**config.mk**
```make
export PLATFORM = sky130hd
export DESIGN_NAME = modem_response_line_parser
export DESIGN_NICKNAME = d
export VERILOG_FILES = /design/src/design/mrlp_pkg.sv /design/src/design/mrlp_ram.sv /design/src/design/mrlp_datapath.sv /design/src/design/mrlp_ctrl.sv /design/src/design/modem_response_line_parser.sv
export SDC_FILE = /design/constraint.sdc
export NUM_CORES = 1
export LEC_CHECK = 0
export ABC_AREA = 0
export BUFFER_PORTS_ARGS = -buffer_cell sky130_fd_sc_hd__buf_2
export CORE_UTILIZATION = 25
export DETAILED_ROUTE_END_ITERATION = 12
export GPL_TIMING_DRIVEN = 0
export PLACE_DENSITY = 0.46
export RECOVER_POWER = 50
export SYNTH_ARGS = -nofsm -noshare
export SYNTH_HDL_FRONTEND = slang
export SYNTH_SLANG_ARGS = --single-unit
```
**constraint.sdc**
```tcl
create_clock -name clk -period 7.05 [get_ports clk]
set_input_delay 1.0575 -clock clk [delete_from_list [all_inputs] [get_ports clk]]
set_output_delay 1.0575 -clock clk [all_outputs]
set_load 0.05 [all_outputs]
```
**src/design/mrlp_pkg.sv**
```systemverilog
// package for the modem response line parser
// types, codes and tag tables shared by the controller, datapath and top level
`timescale 1ns / 1ps

package mrlp_pkg;

    localparam int LINE_MAX = 64;
    localparam int ADDR_W   = $clog2(LINE_MAX);

    localparam logic [1:0] FUNC_BYTE     = 2'd0;
    localparam logic [1:0] FUNC_MO_QUEUE = 2'd1;
    localparam logic [1:0] FUNC_SESSION  = 2'd2;
    localparam logic [1:0] FUNC_MT_TAKEN = 2'd3;

    localparam logic [2:0] KIND_OTHER     = 3'd0;
    localparam logic [2:0] KIND_SBDIX_OK  = 3'd1;
    localparam logic [2:0] KIND_SBDIX_BAD = 3'd2;
    localparam logic [2:0] KIND_RING      = 3'd3;
    localparam logic [2:0] KIND_SIGNAL    = 3'd4;
    localparam logic [2:0] KIND_NETWORK   = 3'd5;

    localparam logic [2:0] FLD_MO    = 3'd0;
    localparam logic [2:0] FLD_SKIP1 = 3'd1;
    localparam logic [2:0] FLD_MT    = 3'd2;
    localparam logic [2:0] FLD_SKIP2 = 3'd3;
    localparam logic [2:0] FLD_LEN   = 3'd4;
    localparam logic [2:0] FLD_Q     = 3'd5;

    localparam logic [7:0] CH_CR    = 8'h0D;
    localparam logic [7:0] CH_LF    = 8'h0A;
    localparam logic [7:0] CH_TAB   = 8'h09;
    localparam logic [7:0] CH_SPACE = 8'h20;
    localparam logic [7:0] CH_COMMA = 8'h2C;
    localparam logic [7:0] CH_PLUS  = 8'h2B;
    localparam logic [7:0] CH_MINUS = 8'h2D;
    localparam logic [7:0] CH_ZERO  = 8'h30;
    localparam logic [7:0] CH_ONE   = 8'h31;
    localparam logic [7:0] CH_NINE  = 8'h39;

    localparam int TAG_REPORT_LEN = 7;
    localparam int TAG_RING_LEN   = 7;
    localparam int TAG_IND_LEN    = 6;
    localparam int POS_IND_SEL    = 6;
    localparam int POS_IND_VAL    = 8;
    localparam int ACC_CLAMP      = 40000;
    localparam int MO_OK_MAX      = 4;

    typedef struct packed {
        logic [1:0] func;
        logic [7:0] rx_byte;
    } in_item_t;

    typedef struct packed {
        logic               line_done;
        logic [2:0]         line_kind;
        logic signed [15:0] mo_status;
        logic signed [15:0] mt_status;
        logic signed [15:0] mt_length;
        logic signed [15:0] messages_waiting;
        logic signed [15:0] gateway_queued;
        logic signed [15:0] session_result;
        logic               ring_flag;
        logic [3:0]         signal_level;
        logic               net_up;
        logic               clear_mo_request;
    } out_item_t;

    typedef struct packed {
        logic accept;
        logic issue;
        logic fin;
        logic apply;
        logic emit;
    } ctl_cmd_t;

    typedef struct packed {
        logic line_end;
        logic scan_last;
        logic out_free;
    } ctl_sts_t;

    typedef enum logic [2:0] {
        C_IDLE,
        C_SCAN,
        C_TAIL,
        C_FIN,
        C_APPLY,
        C_EMIT
    } ctl_state_t;

    typedef enum logic [2:0] {
        P_WS,
        P_DIG,
        P_NUM,
        P_SKIP,
        P_OK,
        P_FAIL
    } parse_state_t;

    function automatic logic [7:0] tag_report(input logic [2:0] i);
        case (i)
            3'd0:    return "+";
            3'd1:    return "S";
            3'd2:    return "B";
            3'd3:    return "D";
            3'd4:    return "I";
            3'd5:    return "X";
            3'd6:    return ":";
            default: return 8'h00;
        endcase
    endfunction

    function automatic logic [7:0] tag_ring(input logic [2:0] i);
        case (i)
            3'd0:    return "S";
            3'd1:    return "B";
            3'd2:    return "D";
            3'd3:    return "R";
            3'd4:    return "I";
            3'd5:    return "N";
            3'd6:    return "G";
            default: return 8'h00;
        endcase
    endfunction

    function automatic logic [7:0] tag_ind(input logic [2:0] i);
        case (i)
            3'd0:    return "+";
            3'd1:    return "C";
            3'd2:    return "I";
            3'd3:    return "E";
            3'd4:    return "V";
            3'd5:    return ":";
            default: return 8'h00;
        endcase
    endfunction

    // magnitude with sign to saturated 16-bit value
    function automatic logic signed [15:0] sat_num(input logic [15:0] a, input logic n);
        if (!n)
        begin
            return (a > 16'd32767) ? 16'sh7fff : signed'(a);
        end
        return (a > 16'd32768) ? 16'sh8000 : signed'(16'd0 - a);
    endfunction

endpackage

```
**src/design/mrlp_ram.sv**
```systemverilog
// generic single write port ram with registered read
// no dependencies
`timescale 1ns / 1ps

module mrlp_ram #(
    parameter int WIDTH = 8,
    parameter int DEPTH = 64
) (
    input  logic                     clk,
    input  logic                     we,
    input  logic [$clog2(DEPTH)-1:0] waddr,
    input  logic [WIDTH-1:0]         wdata,
    input  logic [$clog2(DEPTH)-1:0] raddr,
    output logic [WIDTH-1:0]         rdata
);

    logic [WIDTH-1:0] mem [DEPTH];
    logic [WIDTH-1:0] rdata_reg;

    always_ff @(posedge clk)
    begin
        if (we)
        begin
            mem[waddr] <= wdata;
        end
        rdata_reg <= mem[raddr];
    end

    assign rdata = rdata_reg;

endmodule

```
**src/design/mrlp_datapath.sv**
```systemverilog
// datapath: line assembly, line store, character scan, field parse, status registers
// depends on mrlp_pkg and mrlp_ram
`timescale 1ns / 1ps

module mrlp_datapath (
    input  logic                 clk,
    input  logic                 rst_n,
    input  mrlp_pkg::in_item_t   req,
    input  mrlp_pkg::ctl_cmd_t   cmd,
    output mrlp_pkg::ctl_sts_t   sts,
    output logic                 rsp_valid,
    input  logic                 rsp_stall,
    output mrlp_pkg::out_item_t  rsp
);
    import mrlp_pkg::*;

    localparam logic [ADDR_W-1:0] LEN_WRAP = ADDR_W'(LINE_MAX - 1);

    logic [ADDR_W-1:0] len_reg, trail_reg, llen_reg, ptr_reg, pos_reg;
    logic              prev_cr_reg, dvalid_reg;
    logic              m_rep_reg, m_ring_reg, m_ind_reg, c6z_reg, c8v_reg;
    logic [7:0]        c8_reg;

    parse_state_t       pst_reg, pst_next;
    logic [2:0]         fld_reg, fld_next;
    logic               neg_reg, neg_next;
    logic [15:0]        acc_reg, acc_next;
    logic signed [15:0] mo_v_reg, mt_v_reg, ln_v_reg, q_v_reg;
    logic               store;

    logic               mo_pend_reg, ring_reg, net_reg;
    logic signed [15:0] wait_reg, mtlen_reg, gw_reg, mtst_reg, most_reg, res_reg;
    logic [3:0]         sig_reg;
    logic               done_reg, clr_reg;
    logic [2:0]         kind_reg;

    logic      rsp_valid_reg;
    out_item_t rsp_reg;

    logic              is_byte, b_crlf, drop, end_hit, ram_we;
    logic [ADDR_W-1:0] len_eff, len_inc, trail_inc;
    logic [7:0]        ch;
    logic              ch_digit, ch_ws, advance, step;
    logic [3:0]        dval;
    logic [19:0]       prod;
    logic [15:0]       acc_new;
    logic signed [15:0] numval;
    logic              sb, rg, cv, ok, c8_digit;

    mrlp_ram #(
        .WIDTH (8),
        .DEPTH (LINE_MAX)
    ) u_line_ram (
        .clk   (clk),
        .we    (ram_we),
        .waddr (len_eff),
        .wdata (req.rx_byte),
        .raddr (ptr_reg),
        .rdata (ch)
    );

    // line assembly
    assign is_byte   = (req.func == FUNC_BYTE);
    assign b_crlf    = (req.rx_byte == CH_CR) || (req.rx_byte == CH_LF);
    assign len_eff   = (len_reg >= LEN_WRAP) ? '0 : len_reg;
    assign drop      = (len_eff == '0) && b_crlf;
    assign len_inc   = len_eff + ADDR_W'(1);
    assign trail_inc = b_crlf ? trail_reg + ADDR_W'(1) : '0;
    assign end_hit   = is_byte && !drop && (req.rx_byte == CH_LF) && (len_eff != '0)
                       && prev_cr_reg;
    assign ram_we    = cmd.accept && is_byte && !drop;

    assign sts.line_end  = end_hit;
    assign sts.scan_last = (ptr_reg == llen_reg - ADDR_W'(1));
    assign sts.out_free  = !rsp_valid_reg || !rsp_stall;

    // character classes and number step
    assign ch_digit = (ch inside {[CH_ZERO:CH_NINE]});
    assign ch_ws    = (ch == CH_SPACE) || (ch inside {[CH_TAB:CH_CR]});
    assign dval     = ch[3:0];
    assign prod     = (20'(acc_reg) << 3) + (20'(acc_reg) << 1) + 20'(dval);
    assign acc_new  = (prod > 20'(ACC_CLAMP)) ? 16'(ACC_CLAMP) : prod[15:0];
    assign numval   = sat_num(acc_reg, neg_reg);
    assign step     = (dvalid_reg && (pos_reg >= ADDR_W'(TAG_REPORT_LEN))) || cmd.fin;

    always_comb
    begin
        pst_next = pst_reg;
        fld_next = fld_reg;
        neg_next = neg_reg;
        acc_next = acc_reg;
        store    = 1'b0;
        advance  = 1'b0;
        case (pst_reg)
            P_WS:
            begin
                if (cmd.fin)
                begin
                    pst_next = P_FAIL;
                end
                else if (ch_ws)
                begin
                    pst_next = P_WS;
                end
                else if ((ch == CH_PLUS) || (ch == CH_MINUS))
                begin
                    neg_next = (ch == CH_MINUS);
                    pst_next = P_DIG;
                end
                else if (ch_digit)
                begin
                    neg_next = 1'b0;
                    acc_next = 16'(dval);
                    pst_next = P_NUM;
                end
                else
                begin
                    pst_next = P_FAIL;
                end
            end
            P_DIG:
            begin
                if (cmd.fin || !ch_digit)
                begin
                    pst_next = P_FAIL;
                end
                else
                begin
                    acc_next = 16'(dval);
                    pst_next = P_NUM;
                end
            end
            P_NUM:
            begin
                store = 1'b1;
                if (cmd.fin)
                begin
                    pst_next = (fld_reg == FLD_Q) ? P_OK : P_FAIL;
                end
                else if (ch_digit)
                begin
                    store    = 1'b0;
                    acc_next = acc_new;
                end
                else if (ch == CH_COMMA)
                begin
                    advance = 1'b1;
                end
                else
                begin
                    pst_next = P_FAIL;
                end
            end
            P_SKIP:
            begin
                if (cmd.fin)
                begin
                    pst_next = P_FAIL;
                end
                else if (ch == CH_COMMA)
                begin
                    fld_next = fld_reg + 3'd1;
                    pst_next = P_WS;
                end
            end
            default:
            begin
                pst_next = pst_reg;
            end
        endcase
        if (advance)
        begin
            if (fld_reg == FLD_Q)
            begin
                pst_next = P_OK;
            end
            else
            begin
                fld_next = fld_reg + 3'd1;
                pst_next = (fld_reg == FLD_LEN) ? P_WS : P_SKIP;
            end
        end
    end

    // classification
    assign sb       = m_rep_reg && (llen_reg >= ADDR_W'(TAG_REPORT_LEN));
    assign rg       = m_ring_reg && (llen_reg == ADDR_W'(TAG_RING_LEN));
    assign cv       = m_ind_reg && (llen_reg >= ADDR_W'(TAG_IND_LEN));
    assign ok       = (pst_reg == P_OK);
    assign c8_digit = c8v_reg && (c8_reg inside {[CH_ZERO:CH_NINE]});

    always_ff @(posedge clk or negedge rst_n)
    begin
        if (!rst_n)
        begin
            len_reg       <= '0;
            trail_reg     <= '0;
            prev_cr_reg   <= 1'b0;
            llen_reg      <= '0;
            ptr_reg       <= '0;
            pos_reg       <= '0;
            dvalid_reg    <= 1'b0;
            m_rep_reg     <= 1'b0;
            m_ring_reg    <= 1'b0;
            m_ind_reg     <= 1'b0;
            c6z_reg       <= 1'b0;
            c8v_reg       <= 1'b0;
            c8_reg        <= '0;
            pst_reg       <= P_WS;
            fld_reg       <= FLD_MO;
            neg_reg       <= 1'b0;
            acc_reg       <= '0;
            mo_v_reg      <= '0;
            mt_v_reg      <= '0;
            ln_v_reg      <= '0;
            q_v_reg       <= '0;
            mo_pend_reg   <= 1'b0;
            ring_reg      <= 1'b0;
            net_reg       <= 1'b0;
            wait_reg      <= '0;
            mtlen_reg     <= '0;
            gw_reg        <= '0;
            mtst_reg      <= '0;
            most_reg      <= '0;
            res_reg       <= 16'sd1;
            sig_reg       <= '0;
            done_reg      <= 1'b0;
            clr_reg       <= 1'b0;
            kind_reg      <= KIND_OTHER;
            rsp_valid_reg <= 1'b0;
        end
        else
        begin
            dvalid_reg <= cmd.issue;

            if (cmd.accept)
            begin
                done_reg <= 1'b0;
                clr_reg  <= 1'b0;
                kind_reg <= KIND_OTHER;
                case (req.func)
                    FUNC_BYTE:
                    begin
                        if (drop)
                        begin
                            len_reg <= len_eff;
                        end
                        else if (end_hit)
                        begin
                            len_reg    <= '0;
                            llen_reg   <= len_inc - trail_inc;
                            ptr_reg    <= '0;
                            m_rep_reg  <= 1'b1;
                            m_ring_reg <= 1'b1;
                            m_ind_reg  <= 1'b1;
                            c6z_reg    <= 1'b0;
                            c8v_reg    <= 1'b0;
                            pst_reg    <= P_WS;
                            fld_reg    <= FLD_MO;
                            neg_reg    <= 1'b0;
                        end
                        else
                        begin
                            len_reg     <= len_inc;
                            trail_reg   <= trail_inc;
                            prev_cr_reg <= (req.rx_byte == CH_CR);
                        end
                    end
                    FUNC_MO_QUEUE:
                    begin
                        mo_pend_reg <= 1'b1;
                    end
                    FUNC_SESSION:
                    begin
                        ring_reg <= 1'b0;
                    end
                    default:
                    begin
                        mtlen_reg <= '0;
                        if (wait_reg != 16'sh8000)
                        begin
                            wait_reg <= wait_reg - 16'sd1;
                        end
                    end
                endcase
            end

            if (cmd.issue)
            begin
                ptr_reg <= ptr_reg + ADDR_W'(1);
                pos_reg <= ptr_reg;
            end

            // prefix match and indicator positions
            if (dvalid_reg)
            begin
                if (pos_reg < ADDR_W'(TAG_REPORT_LEN))
                begin
                    if (ch != tag_report(pos_reg[2:0]))
                    begin
                        m_rep_reg <= 1'b0;
                    end
                    if (ch != tag_ring(pos_reg[2:0]))
                    begin
                        m_ring_reg <= 1'b0;
                    end
                end
                if ((pos_reg < ADDR_W'(TAG_IND_LEN)) && (ch != tag_ind(pos_reg[2:0])))
                begin
                    m_ind_reg <= 1'b0;
                end
                if (pos_reg == ADDR_W'(POS_IND_SEL))
                begin
                    c6z_reg <= (ch == CH_ZERO);
                end
                if (pos_reg == ADDR_W'(POS_IND_VAL))
                begin
                    c8v_reg <= 1'b1;
                    c8_reg  <= ch;
                end
            end

            // report field parse
            if (step)
            begin
                pst_reg <= pst_next;
                fld_reg <= fld_next;
                neg_reg <= neg_next;
                acc_reg <= acc_next;
                if (store)
                begin
                    case (fld_reg)
                        FLD_MO:  mo_v_reg <= numval;
                        FLD_MT:  mt_v_reg <= numval;
                        FLD_LEN: ln_v_reg <= numval;
                        FLD_Q:   q_v_reg  <= numval;
                        default: q_v_reg  <= q_v_reg;
                    endcase
                end
            end

            if (cmd.accept && end_hit)
            begin
                mo_v_reg <= '0;
            end

            if (cmd.apply)
            begin
                done_reg <= 1'b1;
                if (sb)
                begin
                    kind_reg <= ok ? KIND_SBDIX_OK : KIND_SBDIX_BAD;
                    if (ok)
                    begin
                        if (mt_v_reg == 16'sd1)
                        begin
                            wait_reg  <= (q_v_reg == 16'sh7fff) ? 16'sh7fff
                                                                : q_v_reg + 16'sd1;
                            mtlen_reg <= ln_v_reg;
                        end
                        gw_reg   <= q_v_reg;
                        mtst_reg <= mt_v_reg;
                    end
                    most_reg <= mo_v_reg;
                    if (mo_pend_reg && (mo_v_reg >= 16'sd0)
                        && (mo_v_reg <= 16'(MO_OK_MAX)))
                    begin
                        res_reg     <= 16'sd1;
                        mo_pend_reg <= 1'b0;
                        clr_reg     <= 1'b1;
                    end
                    else
                    begin
                        res_reg <= (mo_v_reg == 16'sh8000) ? 16'sh7fff : -mo_v_reg;
                    end
                end
                else if (rg)
                begin
                    ring_reg <= 1'b1;
                    kind_reg <= KIND_RING;
                end
                else if (cv)
                begin
                    if (c6z_reg)
                    begin
                        sig_reg  <= c8_digit ? c8_reg[3:0] : 4'd0;
                        kind_reg <= KIND_SIGNAL;
                    end
                    else
                    begin
                        if (c8v_reg && (c8_reg == CH_ONE))
                        begin
                            net_reg <= 1'b1;
                        end
                        else
                        begin
                            net_reg <= 1'b0;
                            sig_reg <= 4'd0;
                        end
                        kind_reg <= KIND_NETWORK;
                    end
                end
            end

            if (cmd.emit)
            begin
                rsp_valid_reg <= 1'b1;
            end
            else if (!rsp_stall)
            begin
                rsp_valid_reg <= 1'b0;
            end
        end
    end

    // result register
    always_ff @(posedge clk)
    begin
        if (cmd.emit)
        begin
            rsp_reg.line_done        <= done_reg;
            rsp_reg.line_kind        <= kind_reg;
            rsp_reg.mo_status        <= most_reg;
            rsp_reg.mt_status        <= mtst_reg;
            rsp_reg.mt_length        <= mtlen_reg;
            rsp_reg.messages_waiting <= wait_reg;
            rsp_reg.gateway_queued   <= gw_reg;
            rsp_reg.session_result   <= res_reg;
            rsp_reg.ring_flag        <= ring_reg;
            rsp_reg.signal_level     <= sig_reg;
            rsp_reg.net_up           <= net_reg;
            rsp_reg.clear_mo_request <= clr_reg;
        end
    end

    assign rsp_valid = rsp_valid_reg;
    assign rsp       = rsp_reg;

endmodule

```
**src/design/mrlp_ctrl.sv**
```systemverilog
// controller state machine: accept, line scan, apply, result hand-off
// depends on mrlp_pkg
`timescale 1ns / 1ps

module mrlp_ctrl (
    input  logic               clk,
    input  logic               rst_n,
    input  logic               req_valid,
    output logic               req_stall,
    input  mrlp_pkg::ctl_sts_t sts,
    output mrlp_pkg::ctl_cmd_t cmd
);
    import mrlp_pkg::*;

    ctl_state_t state_reg, state_next;

    always_ff @(posedge clk or negedge rst_n)
    begin
        if (!rst_n)
        begin
            state_reg <= C_IDLE;
        end
        else
        begin
            state_reg <= state_next;
        end
    end

    always_comb
    begin
        state_next = state_reg;
        cmd        = '0;
        req_stall  = 1'b1;
        case (state_reg)
            C_IDLE:
            begin
                req_stall = 1'b0;
                if (req_valid)
                begin
                    cmd.accept = 1'b1;
                    state_next = sts.line_end ? C_SCAN : C_EMIT;
                end
            end
            C_SCAN:
            begin
                cmd.issue = 1'b1;
                if (sts.scan_last)
                begin
                    state_next = C_TAIL;
                end
            end
            C_TAIL:
            begin
                state_next = C_FIN;
            end
            C_FIN:
            begin
                cmd.fin    = 1'b1;
                state_next = C_APPLY;
            end
            C_APPLY:
            begin
                cmd.apply  = 1'b1;
                state_next = C_EMIT;
            end
            C_EMIT:
            begin
                if (sts.out_free)
                begin
                    cmd.emit   = 1'b1;
                    state_next = C_IDLE;
                end
            end
            default:
            begin
                state_next = C_IDLE;
            end
        endcase
    end

endmodule

```
**src/design/modem_response_line_parser.sv**
```systemverilog
// top level of the modem response line parser: controller plus datapath
// depends on mrlp_pkg, mrlp_ctrl and mrlp_datapath
// an item that does not end a line goes straight to the result hand-off; one that ends
// a line first has its stripped line (at most LINE_MAX - 3 bytes) scanned character by
// character, finished and applied; the input is held during the scan and while a result
// is stalled, and no new item is taken before the previous result has been handed off
// reset: rst_n asynchronous active low, clears status, line length and handshakes
`timescale 1ns / 1ps

module modem_response_line_parser (
    input  logic                clk,
    input  logic                rst_n,
    input  logic                req_valid,
    output logic                req_stall,
    input  mrlp_pkg::in_item_t  req,
    output logic                rsp_valid,
    input  logic                rsp_stall,
    output mrlp_pkg::out_item_t rsp
);
    import mrlp_pkg::*;

    ctl_cmd_t cmd;
    ctl_sts_t sts;

    mrlp_ctrl u_ctrl (
        .clk       (clk),
        .rst_n     (rst_n),
        .req_valid (req_valid),
        .req_stall (req_stall),
        .sts       (sts),
        .cmd       (cmd)
    );

    mrlp_datapath u_datapath (
        .clk       (clk),
        .rst_n     (rst_n),
        .req       (req),
        .cmd       (cmd),
        .sts       (sts),
        .rsp_valid (rsp_valid),
        .rsp_stall (rsp_stall),
        .rsp       (rsp)
    );

endmodule
```
# [Word-level counts from Yosys, hierarchy flattened]
# Memory sizes are Yosys's and may differ from the RTL's. A register that Yosys moved wholly into a read port is not among the register bits.
# Index checks and enable logic that the tools add are counted.
[totals] out_inout_bits=109 input_bits=14 wordCells=379 mem_count=1 register_bits=351 mem_bits_rw=512
[mem_list] memory="u_datapath.u_line_ram.mem" words=64 width=8 read_ports=1 rd_clocked_by_memory_dff=1 wr=1 line_no="mrlp_ram.sv:17" source="logic [WIDTH-1:0] mem [DEPTH];"
[op_classes] n_mux=168 order_cmp=17 addsub=12 n_eq_ne=61 reduce_logical=67 bitwise_logic=5
[op_table] cell="$mux 16" count=31
[op_table] cell="$pmux 7 s7" count=2
[op_table] cell="$mux 3" count=32
[op_table] cell="$mux 1" count=80
[op_table] cell="$mux 6" count=9
[op_table] cell="$eq 8x6->1 const B" count=6
[op_table] cell="$pmux 16 s3" count=1
[op_table] cell="$pmux 7 s6" count=1
[op_table] cell="$mux 8" count=5
[op_table] cell="$eq 16x16->1 const B" count=2
[op_table] cell="$eq 3x3->1 const B" count=8
[op_table] cell="$ne 2x2->1 const B" count=12
[op_table] cell="$ne 8x8->1" count=3
[op_table] cell="$eq 3x2->1 const B" count=7
[op_table] cell="$add 19x17->20" count=1
[op_table] cell="$add 20x4->20" count=1
[op_table] cell="$gt 20x16->1 const B" count=1
[op_table] cell="$logic_and 1x1->1" count=20
[op_table] cell="$reduce_bool 2->1" count=10
[op_table] cell="$add 6x1->6 const B" count=3
[op_table] cell="$ge 6x3->1 const B" count=3
[op_table] cell="$pmux 3 s6" count=1
[op_table] cell="$reduce_and 3->1" count=6
[op_table] cell="$add 16x2->16 const B" count=1
[op_table] cell="47 further kinds" count=84

# [Depth between registers and ports, before layout]
[logic_depth] depth_word=16 depth_mapped=14 ltp_nobuf=13

# [Hierarchy]
# A second synthesis with hierarchy kept.
[hier_totals] cells_unflattened=2533 hier_area_um2=36936.7
[modules_own_cells] module="mrlp_ram" seq_area_each_um2=15534.9 instances=1 area_per_inst_um2=20190.6 cells_each=972
[modules_own_cells] module="mrlp_datapath" seq_area_each_um2=9245.1 instances=1 area_per_inst_um2=16530.9 cells_each=1537
[modules_own_cells] module="mrlp_ctrl" seq_area_each_um2=75.1 instances=1 area_per_inst_um2=215.2 cells_each=24

# [Worst setup path after synthesis]
# No wires, ideal clock.
[synth_path] path_kind="input -> register" start="input rsp_stall" end="register u_datapath.rsp_reg (netlist bit u_datapath.rsp[0]), enable pin" setup_ns=0.608 path_stages=1 required_time_ns=6.442 arrival_ns=6.239 setup_slack_ns=0.203 n_path_buf=0 cell_sequence="a21oi_1"
[synth_via] elab_chain_len=4
[synth_lines] element="start: declaration" line_no="modem_response_line_parser.sv:17" source="input logic rsp_stall,"
[synth_lines] element="$logic_not 1->1" line_no="mrlp_datapath.sv:75" source="assign sts.out_free = !rsp_valid_reg || !rsp_stall;"
[synth_lines] element="$logic_or 1x1->1" line_no="mrlp_datapath.sv:75"
[synth_lines] element="$mux 1" line_no="mrlp_ctrl.sv:68" source="if (sts.out_free)"
[synth_lines] element="$mux 1" line_no="mrlp_ctrl.sv:34" source="case (state_reg)"
[synth_lines] element="end: declaration" line_no="mrlp_datapath.sv:38" source="out_item_t rsp_reg;"
# No other way between the ends.
# A chain may end at the register's enable or synchronous reset.

# [Final worst setup path]
[layout_path] start="input req[4] (netlist bit)" end="memory u_datapath.u_line_ram.mem[30][1], enable pin"
[layout_via] elab_chain_len=7 elab_cells_between_ends=8 classes_between="eq/ne (2); mux (2); reduce/logical (4)"
[layout_lines] element="start: declaration" line_no="modem_response_line_parser.sv:15" source="input mrlp_pkg::in_item_t req,"
[layout_lines] element="$eq 8x4->1" line_no="mrlp_datapath.sv:64" source="assign b_crlf = (req.rx_byte == CH_CR) || (req.rx_byte == CH_LF);"
[layout_lines] element="$logic_or 1x1->1 (*)" line_no="mrlp_datapath.sv:64"
[layout_lines] element="$logic_and 1x1->1 (*)" line_no="mrlp_datapath.sv:66" source="assign drop = (len_eff == '0) && b_crlf;"
[layout_lines] element="$logic_not 1->1 (*)" line_no="mrlp_datapath.sv:71" source="assign ram_we = cmd.accept && is_byte && !drop;"
[layout_lines] element="$logic_and 1x1->1 (*)" line_no="mrlp_datapath.sv:71"
[layout_lines] element="$mux 1 (*)" line_no="mrlp_ram.sv:22" source="if (we)"
[layout_lines] element="$mux 1 (implied by the code) (*)" line_no="mrlp_ram.sv:24" source="mem[waddr] <= wdata;"
[layout_lines] element="end: declaration" line_no="mrlp_ram.sv:17"
# Every way passes the cells marked *; elsewhere a longest branch is shown, timed or not.

==> metrics.txt <==
status=complete, but fails checks; failing checks=capacitance limit, slew limit; met3 wire length=4.83 mm; area growth from synthesis to layout=17.2%; R2R Path Start=u_ctrl.state_reg[1]$_DFFE_PN0P_; I/O pin cnt=123; Max Slew Vio Count=125; Synth top cells by count=619 x edfxtp_1, 266 x nand2_1, 243 x dfrtp_1; gp weighted congestion=0.796; RSZ-0062 raised after global routing=no; Setup CP Type=primary input to flip-flop; max reg flops=512; Worst Path Buf+Inv=1; CP Launch Type=primary input; hold wc startpoint=u_datapath.mtlen_reg[11]$_DFF_PN0_; Syn. warnings=0; Max Buffers Root-to-Sink=3; Worst path most repeated cell=nor2_1; placed insts=4,470; H-tree levels=3; WL/cell=20.8 um; Final ANT Viol Nets=0; Setup Buffers After CTS=0; Gate Count Post-Synth=2,426; total grt overflow=0; worst r2r path cells=6; Synth Area per Inst=15.2 um2; width of the chip=386 um; largest net degree at the start of global routing=93; Final min period=5.22 ns; final wirelength=96.6 mm; Distinct cells, synth=95; initial antenna violation count=4; largest area contributor in the netlist=edfxtp_1; Critical Path AT=5.53 ns; number of global-route vias before repair=21,600; LEAKAGE=15.3 nW; Clock power frac=33.6%; CTS Buf Count=96; Logic pwr share=26.3%; Remaining DRCs=0; Fill cells=14,700; Setup WS post-layout=1.83 ns; CP peak stage delay=1.03 ns; Slew HR=-157%; clock sinks=871; Total GRT Usage=13.0%; top cell type's share of synthesized area=50.4%; Clk Latency, worst-skew pair=0.72 ns; CP required=7.36 ns; synthesis-stage register bit count=871; CP endpoint kind=flip-flop; Initial Util=25.2%; multi-input logic area=11,300 um2; Net Count, Synth=2,494; worst-margin pin slew=3.85 ns; pre-CTS WS=0.898 ns; Post-synth EDFFs=619; Clk pin slew, worst setup/hold paths=0.06 ns; Sw Pwr=4.95 mW; Internal=10.4 mW; crit-path cells=buf_2 > nor4_1 > and2_1 > o21ai_1 > nor3_1 > nor2_1 > nand4_1 > nor2_1; Area contributors post-synth=edfxtp_1 50%, dfrtp_1 16%, mux4_2 10%; DP HPWL=63.8 mm; synthesized cell area=36,900 um2; crit path from=req[4]; register area share after synthesis=67.4%; CTS tree=built; Final Hold Viols=0; hold depth=0; die footprint=149,000 um2; ys flop type=edfxtp_1; CTS resizes=0; CTS root buf=clkbuf_16; async set or reset register ratio after synthesis=28.0%; PD cells=354 nW/um2; final worst path period share=74.1%; met2 WL post-DR=46.4 mm; Final Setup Violations=0; Vias=21,200; top-count cell post-synth=edfxtp_1; Flop pwr share=40.1%; worst ir drop on vdd=0.000230 V; DR pass1 iterations=7; Worst Hold Class=flip-flop to flip-flop; Sw Ratio=32.3%; Vias per Instance=4.56; Layout Cells excl Fill=4,649; Starting DRT DRC Count=1,374; Die Height=386 um; layout cell share with drive strength beyond 1=21.2%; Max Cap Viol=3; Max FO, Critical Path=65; Critical Path Stages=8; hold_buf cts=0; cell family with the largest share of critical-path delay=simple AND/OR/NAND/NOR gates; crit path max-delay cell type=nor2_1; Fmax=191 MHz; Met1 Wirelength=42.5 mm; # port buffers=122; max layer used=met5; Layout Skew=0.0581 ns; Final nets=2,719; Sequential cell area=24,900 um2; first-pass GRT wire length=144 mm; standard-cell rows=140; core area=146,000 um2
-- routing by layer --
metal | vias to the layer above | track usage [%]
met5 | - | 0
met4 | 6 | 4.31
met3 | 150 | 2.86
met2 | 497 | 21.3
met1 | 10800 | 16.9
li1 | 9770 | -
-- through the flow --
step	hold slack, ns	power (mW)	TNS, ns	area, um2	utilization, %
finish	0.416	15.3	0	43200	29.6
global route	0.423	16.0	0	43200	29.6
CTS	0.275	15.5	0	43300	29.6
detailed placement	0.431	10.3	0	40000	27.4
global placement	0.428	10.3	-272.63	39900	27.3
floorplan	0.419	8.93	0	36900	-
-- power by group through the flow --
stage	Sequential (mW)	Clock (mW)	Combinational, mW
finish	6.13	5.14	4.03
global route	6.18	5.48	4.33
CTS	6.13	5.29	4.10
detailed placement	6.23	0	4.08
global placement	6.28	0	4.05
floorplan	6.53	0	2.40
-- cells by family (layout without fill, tap and decap cells) --
family / after synthesis / after routing / share of synthesized area [%]
DFF: 871 / 871 / 67.4
and+or+nand+nor: 675 / 675 / 8.66
AOI/OAI and AO/OA: 356 / 356 / 6.26
muxes: 236 / 236 / 12.3
buffers and inverters: 167 / 472 / 1.88
xor gates and xnor gates: 67 / 67 / 1.59
adders and majority gates: 54 / 54 / 1.89
other: 0 / 1 / 0
-- worst register-to-register path, stage by stage (launching register included) --
cell	delay (ns)
dfrtp_1	0.35
clkbuf_1	0.22
nand3b_1	0.24
a21oi_1	1.94
clkbuf_1	1.25
buf_12	0.33
buf_12	0.23
-- final timing paths --
kind                                                               to  slack, ns
setup / recovery           u_datapath.u_line_ram.mem[30][1]$_DFFE_PP_       1.83
hold / removal                           u_datapath.rsp[66]$_DFFE_PP_       0.42
setup reg to reg                         u_datapath.rsp[81]$_DFFE_PP_       2.15
hold reg to reg                          u_datapath.rsp[66]$_DFFE_PP_       0.42
max in group asynchronous           u_datapath.res_reg[0]$_DFFE_PN1P_       3.17
min in group asynchronous            u_datapath.gw_reg[1]$_DFFE_PN0P_       1.68
-- area by class of cell --
| cell class | instances | area share, % |
|---|---|---|
| Buffer | 121 | 1.19 |
| Clock inverter | 53 | 1.44 |
| Sequential cell | 871 | 57.5 |
| Timing Repair Buffer | 127 | 1.66 |
| Antenna cell | 1 | 0.00579 |
| Tap cell | 1917 | 5.55 |
| Clock buffer | 125 | 6.05 |
| Inverter | 46 | 0.399 |
| Multi-Input combinational cell | 1388 | 26.2 |
-- layout by cell type (no fill, tap or decap), drive strengths merged, types with 8 or more instances in the layout --
master,instances
and3,15
a211oi,8
nand2,267
o21ai,135
clkbuf,211
o31ai,11
ha,51
edfxtp,619
o311ai,8
and2,9
or2,8
nor2,171
dfxtp,8
bufinv,9
nor2b,12
nor4,16
or3,12
xnor2,40
nand3,63
a22oi,15
mux2,64
xor2,27
a31oi,23
a21o,11
nor3,38
a22o,10
inv,49
dfrtp,243
clkinv,38
nand2b,10
mux4,168
nand3b,10
nand4,16
o22ai,9
buf,162
a21oi,79
(Power assumes the default switching activity.)
